==> config.mk <==
export PLATFORM = sky130hd
export DESIGN_NAME = device_placement_allocator_core_flat
export DESIGN_NICKNAME = d
export VERILOG_FILES = /design/src/rtl/dpa_pkg.sv /design/src/rtl/dpa_in_if.sv /design/src/rtl/dpa_out_if.sv /design/src/rtl/dpa_cfg_if.sv /design/src/rtl/dpa_ctrl.sv /design/src/rtl/dpa_dpath.sv /design/src/rtl/device_placement_allocator_core.sv /design/src/flat_wrapper.sv
export SDC_FILE = /design/constraint.sdc
export NUM_CORES = 2
export LEC_CHECK = 0
export BUFFER_PORTS_ARGS = -buffer_cell sky130_fd_sc_hd__buf_4
export CAP_MARGIN = 25
export CORE_UTILIZATION = 55
export CTS_CLUSTER_DIAMETER = 80
export DETAILED_ROUTE_END_ITERATION = 12
export GPL_TIMING_DRIVEN = 1
export PLACE_DENSITY = 0.72
export SYNTH_ARGS = -nofsm -noshare
export SYNTH_HDL_FRONTEND = slang
export SYNTH_SLANG_ARGS = --single-unit
==> constraint.sdc <==
create_clock -name i_clk -period 16 [get_ports i_clk]
set_input_delay 0.8 -clock i_clk [delete_from_list [all_inputs] [get_ports i_clk]]
set_output_delay 0.8 -clock i_clk [all_outputs]
set_load 0.1 [all_outputs]
==> src/rtl/dpa_pkg.sv <==
// Shared constants, codes and control types of the device placement allocator.
package dpa_pkg;

    // Table size and field widths.
    localparam int DEVICES   = 8;
    localparam int SIZE_BITS = 32;
    localparam int DEV_W     = 3;
    localparam int AMT_W     = 48;
    localparam int HANDLE_W  = 35;
    localparam int LAT_W     = 32;
    localparam int SCORE_W   = 16;
    localparam int POL_W     = 3;
    localparam int ROTOR_W   = 4;
    localparam int OP_W      = 3;
    localparam int IDX_W     = (DEVICES > 1) ? $clog2(DEVICES) : 1;
    localparam int CNT_W     = $clog2(DEVICES + 1);

    // Operation codes of an input word.
    typedef enum logic [OP_W-1:0] {
        OP_LOAD   = 3'd0,
        OP_SELECT = 3'd1,
        OP_ALLOC  = 3'd2,
        OP_AUTO   = 3'd3,
        OP_FREE   = 3'd4
    } t_opcode;

    // Result status codes.
    typedef enum logic [1:0] {
        ST_OK      = 2'd0,
        ST_NO_FIT  = 2'd1,
        ST_ABSENT  = 2'd2,
        ST_TOO_BIG = 2'd3
    } t_status;

    // Selection policies; every other code behaves as most free bytes.
    localparam logic [POL_W-1:0] POL_ROUND_ROBIN = 3'd0;
    localparam logic [POL_W-1:0] POL_MOST_FREE   = 3'd1;
    localparam logic [POL_W-1:0] POL_BEST_SCORE  = 3'd2;
    localparam logic [POL_W-1:0] POL_LOW_LATENCY = 3'd4;

    // Commands from the controller to the datapath.
    typedef struct packed {
        logic capture;
        logic scan_step;
        logic pick;
        logic exec;
    } t_cmd;

    // Status from the datapath to the controller.
    typedef struct packed {
        logic in_scan;
        logic scan_last;
        logic out_free;
    } t_stat;

endpackage

==> src/rtl/dpa_in_if.sv <==
// Input channel of the allocator: one request word with valid and ready.
interface dpa_in_if;
    logic                            valid;
    logic                            ready;
    logic [dpa_pkg::OP_W-1:0]        opcode;
    logic [dpa_pkg::DEV_W-1:0]       device;
    logic [dpa_pkg::AMT_W-1:0]       amount;
    logic [dpa_pkg::HANDLE_W-1:0]    handle_in;
    logic [dpa_pkg::LAT_W-1:0]       latency_ns;
    logic [dpa_pkg::SCORE_W-1:0]     score;

    modport source (output valid, output opcode, output device, output amount,
                    output handle_in, output latency_ns, output score, input ready);
    modport sink   (input valid, input opcode, input device, input amount,
                    input handle_in, input latency_ns, input score, output ready);
endinterface

==> src/rtl/dpa_out_if.sv <==
// Output channel of the allocator: one result word with valid and ready.
interface dpa_out_if;
    logic                            valid;
    logic                            ready;
    logic [dpa_pkg::DEV_W-1:0]       chosen_device;
    logic [dpa_pkg::HANDLE_W-1:0]    handle_out;
    logic [1:0]                      status;
    logic [dpa_pkg::AMT_W-1:0]       free_bytes;

    modport source (output valid, output chosen_device, output handle_out,
                    output status, output free_bytes, input ready);
    modport sink   (input valid, input chosen_device, input handle_out,
                    input status, input free_bytes, output ready);
endinterface

==> src/rtl/dpa_cfg_if.sv <==
// Configuration channel of the allocator: writes the policy register.
interface dpa_cfg_if;
    logic                            valid;
    logic                            ready;
    logic [dpa_pkg::POL_W-1:0]       policy;

    modport source (output valid, output policy, input ready);
    modport sink   (input valid, input policy, output ready);
endinterface

==> src/rtl/dpa_ctrl.sv <==
// Controller state machine that sequences capture, scan, pick and execute.
module dpa_ctrl (
    input  logic           i_clk,
    input  logic           i_rst_n,
    input  logic           i_in_valid,
    output logic           o_in_ready,
    input  dpa_pkg::t_stat i_stat,
    output dpa_pkg::t_cmd  o_cmd
);

    typedef enum logic [1:0] {
        S_IDLE,
        S_SCAN,
        S_PICK,
        S_EXEC
    } t_state;

    t_state r_state;
    t_state n_state;

    // A word is taken only when no other is in progress.
    assign o_in_ready      = (r_state == S_IDLE);
    assign o_cmd.capture   = (r_state == S_IDLE) && i_in_valid;
    assign o_cmd.scan_step = (r_state == S_SCAN);
    assign o_cmd.pick      = (r_state == S_PICK);
    assign o_cmd.exec      = (r_state == S_EXEC) && i_stat.out_free;

    // Next state.
    always_comb begin
        n_state = r_state;
        case (r_state)
            S_IDLE: begin
                if (i_in_valid) begin
                    n_state = i_stat.in_scan ? S_SCAN : S_EXEC;
                end
            end
            S_SCAN: begin
                if (i_stat.scan_last) begin
                    n_state = S_PICK;
                end
            end
            S_PICK: begin
                n_state = S_EXEC;
            end
            S_EXEC: begin
                if (i_stat.out_free) begin
                    n_state = S_IDLE;
                end
            end
            default: begin
                n_state = S_IDLE;
            end
        endcase
    end

    // State register.
    always_ff @(posedge i_clk) begin
        if (!i_rst_n) begin
            r_state <= S_IDLE;
        end else begin
            r_state <= n_state;
        end
    end

endmodule

==> src/rtl/dpa_dpath.sv <==
// Datapath: device table, scanning selector, allocation arithmetic and result register.
module dpa_dpath (
    input  logic                           i_clk,
    input  logic                           i_rst_n,
    input  dpa_pkg::t_cmd                  i_cmd,
    output dpa_pkg::t_stat                 o_stat,
    input  logic                           i_cfg_valid,
    input  logic [dpa_pkg::POL_W-1:0]      i_cfg_policy,
    input  logic [dpa_pkg::OP_W-1:0]       i_opcode,
    input  logic [dpa_pkg::DEV_W-1:0]      i_device,
    input  logic [dpa_pkg::AMT_W-1:0]      i_amount,
    input  logic [dpa_pkg::HANDLE_W-1:0]   i_handle_in,
    input  logic [dpa_pkg::LAT_W-1:0]      i_latency_ns,
    input  logic [dpa_pkg::SCORE_W-1:0]    i_score,
    output logic                           o_out_valid,
    input  logic                           i_out_ready,
    output logic [dpa_pkg::DEV_W-1:0]      o_chosen_device,
    output logic [dpa_pkg::HANDLE_W-1:0]   o_handle_out,
    output logic [1:0]                     o_status,
    output logic [dpa_pkg::AMT_W-1:0]      o_free_bytes
);

    localparam int DEVICES   = dpa_pkg::DEVICES;
    localparam int IDX_W     = dpa_pkg::IDX_W;
    localparam int CNT_W     = dpa_pkg::CNT_W;
    localparam int AMT_W     = dpa_pkg::AMT_W;
    localparam int SIZE_BITS = dpa_pkg::SIZE_BITS;
    localparam int DEV_W     = dpa_pkg::DEV_W;
    localparam int HANDLE_W  = dpa_pkg::HANDLE_W;
    localparam int ROTOR_W   = dpa_pkg::ROTOR_W;

    // Configuration and captured request word.
    logic [dpa_pkg::POL_W-1:0]    r_policy;
    logic [dpa_pkg::OP_W-1:0]     r_op;
    logic [AMT_W-1:0]             r_amount;
    logic [HANDLE_W-1:0]          r_handle;
    logic [dpa_pkg::LAT_W-1:0]    r_lat_in;
    logic [dpa_pkg::SCORE_W-1:0]  r_score_in;
    logic [DEV_W-1:0]             r_target;
    logic                         r_sel_ok;

    // Device table.
    logic [AMT_W-1:0]             r_free  [DEVICES];
    logic [AMT_W-1:0]             r_used  [DEVICES];
    logic [dpa_pkg::LAT_W-1:0]    r_lat   [DEVICES];
    logic [dpa_pkg::SCORE_W-1:0]  r_scr   [DEVICES];
    logic [DEVICES-1:0]           r_present;

    // Scan state.
    logic [IDX_W-1:0]             r_idx;
    logic [DEVICES-1:0]           r_qual;
    logic                         r_found;
    logic [IDX_W-1:0]             r_best;
    logic [AMT_W-1:0]             r_best_free;
    logic [dpa_pkg::LAT_W-1:0]    r_best_lat;
    logic [dpa_pkg::SCORE_W-1:0]  r_best_scr;
    logic [ROTOR_W-1:0]           r_rotor;

    // Result register.
    logic                         r_out_valid;
    logic [DEV_W-1:0]             r_out_dev;
    logic [HANDLE_W-1:0]          r_out_handle;
    dpa_pkg::t_status             r_out_status;
    logic [AMT_W-1:0]             r_out_free;

    // Combinational signals.
    logic [IDX_W-1:0]             rd_idx;
    logic                         e_present;
    logic [AMT_W-1:0]             e_free;
    logic [AMT_W-1:0]             e_used;
    logic [dpa_pkg::LAT_W-1:0]    e_lat;
    logic [dpa_pkg::SCORE_W-1:0]  e_scr;
    logic                         fit;
    logic                         better;
    logic                         too_large;
    logic                         in_range;
    logic [CNT_W-1:0]             qual_cnt;
    logic [ROTOR_W-1:0]           rr_pos;
    logic [CNT_W-1:0]             seen;
    logic                         hit;
    logic [IDX_W-1:0]             rr_idx;
    logic [IDX_W-1:0]             pick_idx;
    logic [SIZE_BITS-1:0]         h_size;
    logic [AMT_W:0]               used_sum;
    logic [AMT_W:0]               free_sum;
    logic                         wr_load;
    logic                         wr_update;
    logic [AMT_W-1:0]             wr_free_val;
    logic [AMT_W-1:0]             wr_used_val;
    logic [DEV_W-1:0]             n_out_dev;
    logic [HANDLE_W-1:0]          n_out_handle;
    dpa_pkg::t_status             n_out_status;
    logic [AMT_W-1:0]             n_out_free;

    // One table read port: the scan index while scanning, the target otherwise.
    assign rd_idx    = i_cmd.scan_step ? r_idx : IDX_W'(r_target);
    assign e_present = r_present[rd_idx];
    assign e_free    = e_present ? r_free[rd_idx] : '0;
    assign e_used    = r_used[rd_idx];
    assign e_lat     = r_lat[rd_idx];
    assign e_scr     = r_scr[rd_idx];
    assign fit       = e_present && (e_free >= r_amount);
    assign too_large = |r_amount[AMT_W-1:SIZE_BITS];
    assign in_range  = (32'(r_target) < DEVICES);
    assign h_size    = r_handle[SIZE_BITS-1:0];

    // Status towards the controller.
    assign o_stat.in_scan   = (i_opcode == dpa_pkg::OP_SELECT) ||
                              ((i_opcode == dpa_pkg::OP_AUTO) &&
                               !(|i_amount[AMT_W-1:SIZE_BITS]));
    assign o_stat.scan_last = (r_idx == IDX_W'(DEVICES - 1));
    assign o_stat.out_free  = !r_out_valid || i_out_ready;

    // Policy comparison of the scanned entry against the best so far.
    always_comb begin
        case (r_policy)
            dpa_pkg::POL_BEST_SCORE:  better = e_scr > r_best_scr;
            dpa_pkg::POL_LOW_LATENCY: better = e_lat < r_best_lat;
            default:                  better = e_free > r_best_free;
        endcase
    end

    // Round robin: the qualifying device at the rotor position.
    always_comb begin
        qual_cnt = CNT_W'($countones(r_qual));
        rr_pos   = (8'(r_rotor) >= 8'(qual_cnt)) ? '0 : r_rotor;
        seen     = '0;
        hit      = 1'b0;
        rr_idx   = '0;
        for (int d = 0; d < DEVICES; d++) begin
            if (r_qual[d] && !hit) begin
                if (seen == CNT_W'(rr_pos)) begin
                    rr_idx = IDX_W'(d);
                    hit    = 1'b1;
                end
                seen = seen + 1'b1;
            end
        end
        pick_idx = (r_policy == dpa_pkg::POL_ROUND_ROBIN) ? rr_idx : r_best;
    end

    // Saturating sums for allocation and release.
    assign used_sum = {1'b0, e_used} + {1'b0, r_amount};
    assign free_sum = {1'b0, e_free} + (AMT_W + 1)'(h_size);

    // Execution of the captured word: table update and result word.
    always_comb begin
        n_out_dev    = '0;
        n_out_handle = '0;
        n_out_status = dpa_pkg::ST_OK;
        n_out_free   = '0;
        wr_load      = 1'b0;
        wr_update    = 1'b0;
        wr_free_val  = e_free;
        wr_used_val  = e_used;
        case (r_op)
            dpa_pkg::OP_LOAD: begin
                n_out_dev = r_target;
                if (in_range) begin
                    wr_load    = 1'b1;
                    n_out_free = r_amount;
                end else begin
                    n_out_status = dpa_pkg::ST_ABSENT;
                end
            end
            dpa_pkg::OP_SELECT: begin
                if (r_sel_ok) begin
                    n_out_dev  = r_target;
                    n_out_free = e_free;
                end else begin
                    n_out_status = dpa_pkg::ST_NO_FIT;
                end
            end
            dpa_pkg::OP_ALLOC, dpa_pkg::OP_AUTO: begin
                if (too_large) begin
                    n_out_status = dpa_pkg::ST_TOO_BIG;
                end else begin
                    n_out_dev = r_target;
                    if (!in_range) begin
                        n_out_status = dpa_pkg::ST_ABSENT;
                    end else if (!fit) begin
                        n_out_status = dpa_pkg::ST_ABSENT;
                        n_out_free   = e_free;
                    end else begin
                        wr_update    = 1'b1;
                        wr_free_val  = e_free - r_amount;
                        wr_used_val  = used_sum[AMT_W] ? '1 : used_sum[AMT_W-1:0];
                        n_out_handle = HANDLE_W'({r_target, r_amount[SIZE_BITS-1:0]});
                        n_out_free   = wr_free_val;
                    end
                end
            end
            dpa_pkg::OP_FREE: begin
                n_out_dev = r_target;
                if (!in_range || !e_present) begin
                    n_out_status = dpa_pkg::ST_ABSENT;
                end else begin
                    wr_update   = 1'b1;
                    wr_free_val = free_sum[AMT_W] ? '1 : free_sum[AMT_W-1:0];
                    wr_used_val = (e_used > AMT_W'(h_size)) ? e_used - AMT_W'(h_size) : '0;
                    n_out_free  = wr_free_val;
                end
            end
            default: begin
                n_out_status = dpa_pkg::ST_OK;
            end
        endcase
    end

    // Control state: policy, presence, rotor and result valid.
    always_ff @(posedge i_clk) begin
        if (!i_rst_n) begin
            r_policy    <= dpa_pkg::POL_MOST_FREE;
            r_present   <= '0;
            r_rotor     <= '0;
            r_out_valid <= 1'b0;
        end else begin
            if (i_cfg_valid) begin
                r_policy <= i_cfg_policy;
            end
            if (i_cmd.exec && wr_load) begin
                r_present[IDX_W'(r_target)] <= 1'b1;
            end
            if (i_cmd.pick && (|r_qual) && (r_policy == dpa_pkg::POL_ROUND_ROBIN)) begin
                r_rotor <= rr_pos + 1'b1;
            end
            if (i_cmd.exec) begin
                r_out_valid <= 1'b1;
            end else if (i_out_ready) begin
                r_out_valid <= 1'b0;
            end
        end
    end

    // Captured word, scan registers and chosen device.
    always_ff @(posedge i_clk) begin
        if (i_cmd.capture) begin
            r_op       <= i_opcode;
            r_amount   <= i_amount;
            r_handle   <= i_handle_in;
            r_lat_in   <= i_latency_ns;
            r_score_in <= i_score;
            r_target   <= (i_opcode == dpa_pkg::OP_FREE) ?
                          DEV_W'(i_handle_in[HANDLE_W-1:SIZE_BITS]) : i_device;
            r_sel_ok   <= 1'b0;
            r_idx      <= '0;
            r_qual     <= '0;
            r_found    <= 1'b0;
        end
        if (i_cmd.scan_step) begin
            r_idx <= r_idx + 1'b1;
            if (fit) begin
                r_qual[r_idx] <= 1'b1;
                if (!r_found || better) begin
                    r_found     <= 1'b1;
                    r_best      <= r_idx;
                    r_best_free <= e_free;
                    r_best_lat  <= e_lat;
                    r_best_scr  <= e_scr;
                end
            end
        end
        if (i_cmd.pick && (|r_qual)) begin
            r_target <= DEV_W'(pick_idx);
            r_sel_ok <= 1'b1;
        end
    end

    // Table writes.
    always_ff @(posedge i_clk) begin
        if (i_cmd.exec && wr_load) begin
            r_free[IDX_W'(r_target)] <= r_amount;
            r_used[IDX_W'(r_target)] <= '0;
            r_lat[IDX_W'(r_target)]  <= r_lat_in;
            r_scr[IDX_W'(r_target)]  <= r_score_in;
        end else if (i_cmd.exec && wr_update) begin
            r_free[IDX_W'(r_target)] <= wr_free_val;
            r_used[IDX_W'(r_target)] <= wr_used_val;
        end
    end

    // Result word payload.
    always_ff @(posedge i_clk) begin
        if (i_cmd.exec) begin
            r_out_dev    <= n_out_dev;
            r_out_handle <= n_out_handle;
            r_out_status <= n_out_status;
            r_out_free   <= n_out_free;
        end
    end

    assign o_out_valid     = r_out_valid;
    assign o_chosen_device = r_out_dev;
    assign o_handle_out    = r_out_handle;
    assign o_status        = r_out_status;
    assign o_free_bytes    = r_out_free;

endmodule

==> src/rtl/device_placement_allocator_core.sv <==
// Top level of the device placement allocator: controller, datapath and channels.
//
//   channel  direction  fields
//   i_in     in         opcode, device, amount, handle_in, latency_ns, score
//   o_out    out        chosen_device, handle_out, status, free_bytes
//   i_cfg    in         policy (always ready)
//
// One request word at a time. Load, allocate on a named device, free, oversized and
// undefined words go from acceptance straight to the execute step; select and auto
// allocate first pass through the scan and the pick step, the scan reading one table
// entry per cycle through a single read port.
// A finished result waits in the output register while the next word is accepted.
// Reset is synchronous, active low; it clears presence, rotor and policy (to most free).
// A stalled output holds the next result in its execute step until the register frees.
module device_placement_allocator_core (
    input  logic  i_clk,
    input  logic  i_rst_n,
    dpa_in_if.sink    i_in,
    dpa_out_if.source o_out,
    dpa_cfg_if.sink   i_cfg
);

    dpa_pkg::t_cmd  cmd;
    dpa_pkg::t_stat stat;
    logic           in_ready;

    // Configuration writes are taken in any cycle.
    assign i_cfg.ready = 1'b1;
    assign i_in.ready  = in_ready;

    // Sequencer.
    dpa_ctrl u_ctrl (
        .i_clk      (i_clk),
        .i_rst_n    (i_rst_n),
        .i_in_valid (i_in.valid),
        .o_in_ready (in_ready),
        .i_stat     (stat),
        .o_cmd      (cmd)
    );

    // Table and arithmetic.
    dpa_dpath u_dpath (
        .i_clk           (i_clk),
        .i_rst_n         (i_rst_n),
        .i_cmd           (cmd),
        .o_stat          (stat),
        .i_cfg_valid     (i_cfg.valid),
        .i_cfg_policy    (i_cfg.policy),
        .i_opcode        (i_in.opcode),
        .i_device        (i_in.device),
        .i_amount        (i_in.amount),
        .i_handle_in     (i_in.handle_in),
        .i_latency_ns    (i_in.latency_ns),
        .i_score         (i_in.score),
        .o_out_valid     (o_out.valid),
        .i_out_ready     (o_out.ready),
        .o_chosen_device (o_out.chosen_device),
        .o_handle_out    (o_out.handle_out),
        .o_status        (o_out.status),
        .o_free_bytes    (o_out.free_bytes)
    );

endmodule

==> src/flat_wrapper.sv <==
// flat-port wrapper written by rule: the top's interface ports become plain ports
module device_placement_allocator_core_flat 
  (i_clk, i_rst_n, i_in_valid, i_in_opcode, i_in_device, i_in_amount, i_in_handle_in, i_in_latency_ns, i_in_score, i_in_ready, o_out_valid, o_out_chosen_device, o_out_handle_out, o_out_status, o_out_free_bytes, o_out_ready, i_cfg_valid, i_cfg_policy, i_cfg_ready);
  dpa_in_if i_in_i ();
  dpa_out_if o_out_i ();
  dpa_cfg_if i_cfg_i ();
  input  logic i_clk;
  input  logic i_rst_n;
  input wire logic [$bits(i_in_i.valid)-1:0] i_in_valid;
  input wire logic [$bits(i_in_i.opcode)-1:0] i_in_opcode;
  input wire logic [$bits(i_in_i.device)-1:0] i_in_device;
  input wire logic [$bits(i_in_i.amount)-1:0] i_in_amount;
  input wire logic [$bits(i_in_i.handle_in)-1:0] i_in_handle_in;
  input wire logic [$bits(i_in_i.latency_ns)-1:0] i_in_latency_ns;
  input wire logic [$bits(i_in_i.score)-1:0] i_in_score;
  output wire logic [$bits(i_in_i.ready)-1:0] i_in_ready;
  output wire logic [$bits(o_out_i.valid)-1:0] o_out_valid;
  output wire logic [$bits(o_out_i.chosen_device)-1:0] o_out_chosen_device;
  output wire logic [$bits(o_out_i.handle_out)-1:0] o_out_handle_out;
  output wire logic [$bits(o_out_i.status)-1:0] o_out_status;
  output wire logic [$bits(o_out_i.free_bytes)-1:0] o_out_free_bytes;
  input wire logic [$bits(o_out_i.ready)-1:0] o_out_ready;
  input wire logic [$bits(i_cfg_i.valid)-1:0] i_cfg_valid;
  input wire logic [$bits(i_cfg_i.policy)-1:0] i_cfg_policy;
  output wire logic [$bits(i_cfg_i.ready)-1:0] i_cfg_ready;
  assign i_in_i.valid = i_in_valid;
  assign i_in_i.opcode = i_in_opcode;
  assign i_in_i.device = i_in_device;
  assign i_in_i.amount = i_in_amount;
  assign i_in_i.handle_in = i_in_handle_in;
  assign i_in_i.latency_ns = i_in_latency_ns;
  assign i_in_i.score = i_in_score;
  assign i_in_ready = i_in_i.ready;
  assign o_out_valid = o_out_i.valid;
  assign o_out_chosen_device = o_out_i.chosen_device;
  assign o_out_handle_out = o_out_i.handle_out;
  assign o_out_status = o_out_i.status;
  assign o_out_free_bytes = o_out_i.free_bytes;
  assign o_out_i.ready = o_out_ready;
  assign i_cfg_i.valid = i_cfg_valid;
  assign i_cfg_i.policy = i_cfg_policy;
  assign i_cfg_ready = i_cfg_i.ready;
  device_placement_allocator_core u_core (.i_clk(i_clk), .i_rst_n(i_rst_n), .i_in(i_in_i), .o_out(o_out_i), .i_cfg(i_cfg_i));
endmodule
# --- After elaboration in Yosys (flattened, before gate mapping) ---
# Memories as Yosys holds them, arrays and structs flattened.
# Cells that the tools add are included.
# W data, S select, Z words.
word_totals:
  regBits: 352
  ramBits: 768
  output_inout_bits: 91
  wordCells: 219
  mem_count: 3
mem_list:
  columns: ["memory", "words", "word_bits", "rd", "rd_ports_with_merged_regs", "write_ports", "line", "rtl"]
  rows:
  - ["u_core.u_dpath.r_free", 8, 48, 1, 0, 1, "dpa_dpath.sv:43", "logic [AMT_W-1:0] r_free [DEVICES];"]
  - ["u_core.u_dpath.r_lat", 8, 32, 1, 0, 1, "dpa_dpath.sv:45", "logic [dpa_pkg::LAT_W-1:0] r_lat [DEVICES];"]
  - ["u_core.u_dpath.r_scr", 8, 16, 1, 0, 1, "dpa_dpath.sv:46", "logic [dpa_pkg::SCORE_W-1:0] r_scr [DEVICES];"]
classes:
  add_sub_neg: 17
  n_lt_le_gt_ge: 10
  eq_ne: 23
  n_mux: 93
  bitwise_logic: 5
  reduce_logical: 45
op_table:
  columns: ["cell", "count"]
  rows:
  - ["$mux W48", 9]
  - ["$pmux W48 S4", 1]
  - ["$pmux W48 S2", 1]
  - ["$mux W3", 20]
  - ["$add A48 B32 Y49", 1]
  - ["$ge A48 B48 Y1", 1]
  - ["$gt A48 B48 Y1", 1]
  - ["$sub A48 B48 Y48", 1]
  - ["$mux W1", 36]
  - ["$lt A32 B32 Y1", 1]
  - ["$reduce_or A16 Y1", 2]
  - ["$add A4 B1 Y4 const B", 7]
  - ["$eq A4 B4 Y1", 7]
  - ["$mux W4", 7]
  - ["$mux W8", 3]
  - ["$reduce_or A18 Y1", 1]
  - ["$logic_and A1 B1 Y1", 17]
  - ["$gt A16 B16 Y1", 1]
  - ["$mux W2", 8]
  - ["$or A8 B8 Y8", 2]
  - ["$eq A3 B2 Y1 const B", 4]
  - ["$eq A3 B3 Y1 const B", 4]
  - ["$lt A3 B4 Y1 const B", 3]
  - ["$logic_not A1 Y1", 10]
  - ["27 further kinds", 45]

# --- Longest topological paths before layout ---
logic_depth:
  ltp_word: 31
  ltp_mapped: 39

# --- Hierarchy ---
# A second synthesis with hierarchy kept.
unflattened:
  cells_unflattened: 4510
  area_unflattened_um2: 52796.9
modules_own_cells:
  columns: ["mod", "n_inst", "cells_per_inst", "area_each_um2", "seq_area_each_um2"]
  rows:
  - ["dpa_dpath", 1, 4486, 52581.7, 33311.9]
  - ["dpa_ctrl", 1, 22, 203.9, 40.0]
  - ["device_placement_allocator_core", 1, 2, 11.3, 0.0]

# --- Worst setup path before layout ---
# OpenSTA, ideal clock, no wires.
synth_path:
  path_type: "flip-flop to flip-flop"
  start: "reg u_core.u_ctrl.r_state[1]"
  end: "mem u_core.u_dpath.r_free[0][0] (enable)"
  t_arrival_ns: 9.356
  path_slack_ns: 6.131
  stages_incl_launch_ff: 31
  path_cell_list: "dfxtp_1 -> inv_1 -> ha_1 -> buf_4 -> mux2_2 -> buf_4 -> buf_4 -> buf_2 -> buf_2 -> buf_2 -> buf_2 -> buf_2 -> buf_2 -> buf_1 -> nand2_1 -> a311oi_1 -> a31oi_1 -> nor2_1 -> ha_1 -> and2_1 -> clkbuf_1 -> nand2_1 -> or4_1 -> a211oi_1 -> a211oi_1 -> o31ai_1 -> o21ba_2 -> nand2_1 -> a21oi_1 -> o21ai_0 -> nor3_1"
synth_via:
  elab_chain_cells: 15
  elab_cells_between_ends: 22
  classes_between: "order compare: 1; eq/ne: 2; mux: 13; bitwise: 1; reduce/logical: 4; memory: 1"
synth_rtl:
  columns: ["item", "line", "rtl"]
  rows:
  - ["from (decl)", "dpa_ctrl.sv:18", "t_state r_state;"]
  - ["from (signal assigned)", "dpa_ctrl.sv:61", "r_state <= n_state;"]
  - ["$eq A2 B1 Y1 (*)", "dpa_ctrl.sv:24", "assign o_cmd.scan_step = (r_state == S_SCAN);"]
  - ["$mux W3 (*)", "dpa_dpath.sv:96", "assign rd_idx = i_cmd.scan_step ? r_idx : IDX_W'(r_target);"]
  - ["$bmux W1 S3", "dpa_dpath.sv:97", "assign e_present = r_present[rd_idx];"]
  - ["$mux W1 (implied by the code)", "dpa_dpath.sv:97", null]
  - ["$mux W48 (*)", "dpa_dpath.sv:98", "assign e_free = e_present ? r_free[rd_idx] : '0;"]
  - ["net u_core.u_dpath.e_free[30]", "dpa_dpath.sv:69", "logic [AMT_W-1:0] e_free;"]
  - ["$ge A48 B48 Y1 (*)", "dpa_dpath.sv:102", "assign fit = e_present && (e_free >= r_amount);"]
  - ["$logic_and A1 B1 Y1 (*)", "dpa_dpath.sv:102", null]
  - ["$mux W1 (*)", "dpa_dpath.sv:181", "end else if (!fit) begin"]
  - ["$mux W1 (*)", "dpa_dpath.sv:175", "if (too_large) begin"]
  - ["$pmux W1 S2 (*)", "dpa_dpath.sv:156", "case (r_op)"]
  - ["$logic_and A1 B1 Y1 (*)", "dpa_dpath.sv:276", "end else if (i_cmd.exec && wr_update) begin"]
  - ["$mux W1 (*)", "dpa_dpath.sv:276", null]
  - ["$mux W1 (*)", "dpa_dpath.sv:271", "if (i_cmd.exec && wr_load) begin"]
  - ["$mux W1 (*)", null, null]
  - ["$or A1 B1 Y1 (no source line) (*)", null, null]
  - ["to (decl)", "dpa_dpath.sv:43", null]
# Mark *: on every way through the listed nets, which the timed path passes. The rest lies on a longest branch. The select of a mux whose other input is x is not followed.

# --- Worst setup path in the final report ---
layout_path:
  start: "reg u_core.u_ctrl.r_state[1]"
  end: "mem u_core.u_dpath.r_free[6][18] (enable)"
# The elaborated chain is that of the path after synthesis.

==> flow_summary.json <==
{
  "synth_area_per_cell_um2": 12.1,
  "max_freq_mhz": 91.0,
  "async_flop_share_pct": 0,
  "postCtsResizedCells": 0,
  "yosysWarnings": 0,
  "seqCellArea_um2": 33400,
  "initial_core_util_pct": 55.8,
  "path_clk_slew_ps": 60,
  "clock_skew_ps": 34.0,
  "syn_nets": 4675,
  "globalRouteTotalUtil_pct": 29.1,
  "powerDensity_nw_per_um2": 141,
  "drive_gt1_share_pct": 13.3,
  "dp.cells": 5647,
  "period_share_pct": 68.7,
  "ys_seq_area_share_pct": 63.7,
  "layout_common_cells": "1092 x edfxtp_1, 848 x nand2_1, 290 x buf_4, 228 x nand3_1, 211 x inv_1",
  "dp_hpwl_mm": 88.1,
  "die_area_um2": 96500,
  "synth_area_leader_cell": "edfxtp_1",
  "ys.flop_type": "edfxtp_1",
  "grt_max_degree": 136,
  "fillCellCount": 7090,
  "hold-worst-slack_ps": 248,
  "drt_iter0_drc": 4736,
  "multi_input_area_um2": 17500,
  "cts_max_level": 3,
  "cts-root-buf": "clkbuf_16",
  "drt-total-wl_mm": 143,
  "die_y_um": 311,
  "grt_pass1_wl_mm": 214,
  "num-nets-final": 4854,
  "clock_path_buffers": 3,
  "maxCapViolCount": 0,
  "final_cells": 5857,
  "critPathLaunchType": "flop",
  "cts_tree": "done",
  "setup_viol": 0,
  "final_common_cell": "edfxtp_1",
  "wl_per_cell_um": 24.5,
  "yosys.area.top_type_share_pct": 62.6,
  "viasPerCell": 6.24,
  "finalHoldViolCount": 0,
  "final_antenna_net_count": 0,
  "post_cts_buffers": 0,
  "port_buffers": 234,
  "fin_tns_setup_ps": 0,
  "arrival_ps": 11330,
  "slew_headroom_pct": 29.2,
  "area_delta_synth_final_pct": 12.9,
  "path_class": "flop to flop",
  "antenna_found_initial": 9,
  "remaining_drc_errors": 0,
  "peakVddDrop_mv": 0.113,
  "drt-pass1-iter-count": 7,
  "synth_cells": 4328,
  "rows": 112,
  "power.leakage_nw": 22.4,
  "postCtsHoldBufs": 0,
  "status": "completed",
  "synthTopCellsByArea": "edfxtp_1 63%, nand2_1 6.1%, ha_1 4.7%, nand3_1 2.2%, inv_1 1.5%",
  "worstPathRequired_ps": 16340,
  "insertion_delay_ps": 720,
  "synth_area_um2": 52400,
  "end_kind": "flop",
  "grt_pass1_vias": 34900,
  "grt_overflow": 0,
  "cts_num_sinks": 1120,
  "synthDistinctLibCells": 98,
  "fin_util_pct": 63.0,
  "synth-seq-cells": 1120,
  "core_area_um2": 93900,
  "crit_path_max_fanout": 72,
  "die-width_um": 311,
  "min_period_ps": 10990,
  "synth-edff-count": 1092,
  "hp-class": "primary input to flop",
  "ios": 236,
  "power.total_w": 0.00836,
  "rsz0062_at_grt": "false",
  "cts_buffers": 111,
  "tightest_slew_ps": 1050,
  "slew_violations": 0,
  "num_vias": 36500,
  "place.gp.congestion": 0.951
}
## critical path, cell delays in order (launching register included)
cell and delay [ps]:
dfxtp_1 340, inv_1 90, ha_1 780, mux2i_4 340
buf_4 640, buf_4 600, buf_4 710, nand2_1 100
and3_1 190, a311oi_1 250, a31oi_1 100, nor2_1 390
ha_1 280, and2_1 310, nand2_1 200, or4_1 500
a211oi_1 290, a211oi_1 130, o31ai_1 610, o21ba_2 240
nand2_2 50, buf_4 360, a21oi_4 220, buf_4 770
o21ai_0 370, buf_2 260, nor2_4 750, buf_4 570
## synthesized netlist by cell type, types with 40 or more instances
master,number
inv_1,213
nor3_1,44
nand3_1,228
a31o_2,50
nand2_1,849
a31oi_1,67
nand4_1,41
o21ai_0,88
nor2_1,181
mux2i_1,40
ha_1,196
a311oi_1,89
xnor2_1,56
a221o_1,42
a21oi_1,156
a21o_1,95
clkbuf_1,151
and3_1,110
edfxtp_1,1092
## final cells by class
cell class | instances | area share, %
flip-flops and latches | 1120 | 56.4
inverters | 213 | 1.36
multi-input cells | 2768 | 29.7
clock buffers | 133 | 4.87
diodes | 3 | 0.0127
well taps | 1254 | 2.65
clock inverters | 73 | 1.27
repair buffers | 293 | 3.76
## logic make-up after synthesis
group                    synth area share (%)
AO/OA/AOI/OAI                            11.1
buffers and inverters                    3.31
flip-flops                               63.7
adder cells (fa/ha/maj)                  4.91
AND/OR/NAND/NOR                          13.6
other                                 0.00716
multiplexers                             1.78
XOR/XNOR                                 1.56
## layer usage
metal	track usage [%]	part of all wire (%)	up-vias
met4	8.48	2.6	6
met2	43.1	44	2035
met5	0	0.036	-
met3	7.46	12	288
met1	42.4	41	17800
li1	-	-	16400
## stage by stage
| step | setup WS, ps | area [µm²] |
|---|---|---|
| final | 5010 | 59100 |
| after global routing | 4450 | 59100 |
| after CTS | 5050 | 59100 |
| after detailed placement | 5110 | 55500 |
| after global placement | 5450 | 55500 |
| after floorplan | 6130 | 52400 |
## state kept, by name, summed over array words and instances, names as in the netlist, 4 cells and up
| signal | flops |
|---|---|
| u_core.u_dpath.r_free | 384 |
| u_core.u_dpath.r_lat | 256 |
| u_core.u_dpath.r_scr | 128 |
| u_core.u_dpath.o_free_bytes | 48 |
| u_core.u_dpath.r_amount | 48 |
| u_core.u_dpath.r_best_free | 48 |
| u_core.u_dpath.o_handle_out | 35 |
| u_core.u_dpath.r_best_lat | 32 |
| u_core.u_dpath.r_handle | 32 |
| u_core.u_dpath.r_lat_in | 32 |
| u_core.u_dpath.r_best_scr | 16 |
| u_core.u_dpath.r_score_in | 16 |
| u_core.u_dpath.r_present | 8 |
| u_core.u_dpath.r_qual | 8 |
| u_core.u_dpath.r_rotor | 4 |
## path summary, 6_finish.rpt
| kind | from | end | slack, ps | cells past startpoint |
|---|---|---|---|---|
| setup / recovery | u_core.u_ctrl.r_state[1] | u_core.u_dpath.r_free[6][18] | 5010 | 27 |
| hold / removal | i_in_score[6] | u_core.u_dpath.r_score_in[6] | 250 | 1 |
| setup reg to reg | u_core.u_ctrl.r_state[1] | u_core.u_dpath.r_free[6][18] | 5010 | 27 |
| hold reg to reg | u_core.u_dpath.r_present[7] | u_core.u_dpath.r_present[7] | 460 | 1 |
## where the power goes
part | total, W | switching [W] | internal [W]
Combinational | 0.00217 | 0.00148 | 0.000690
Clock | 0.00260 | 0.00113 | 0.00147
Sequential | 0.00360 | 0.000138 | 0.00346
Total | 0.00836 | 0.00274 | 0.00562
Note: power is estimated with default switching activity, not from simulation.
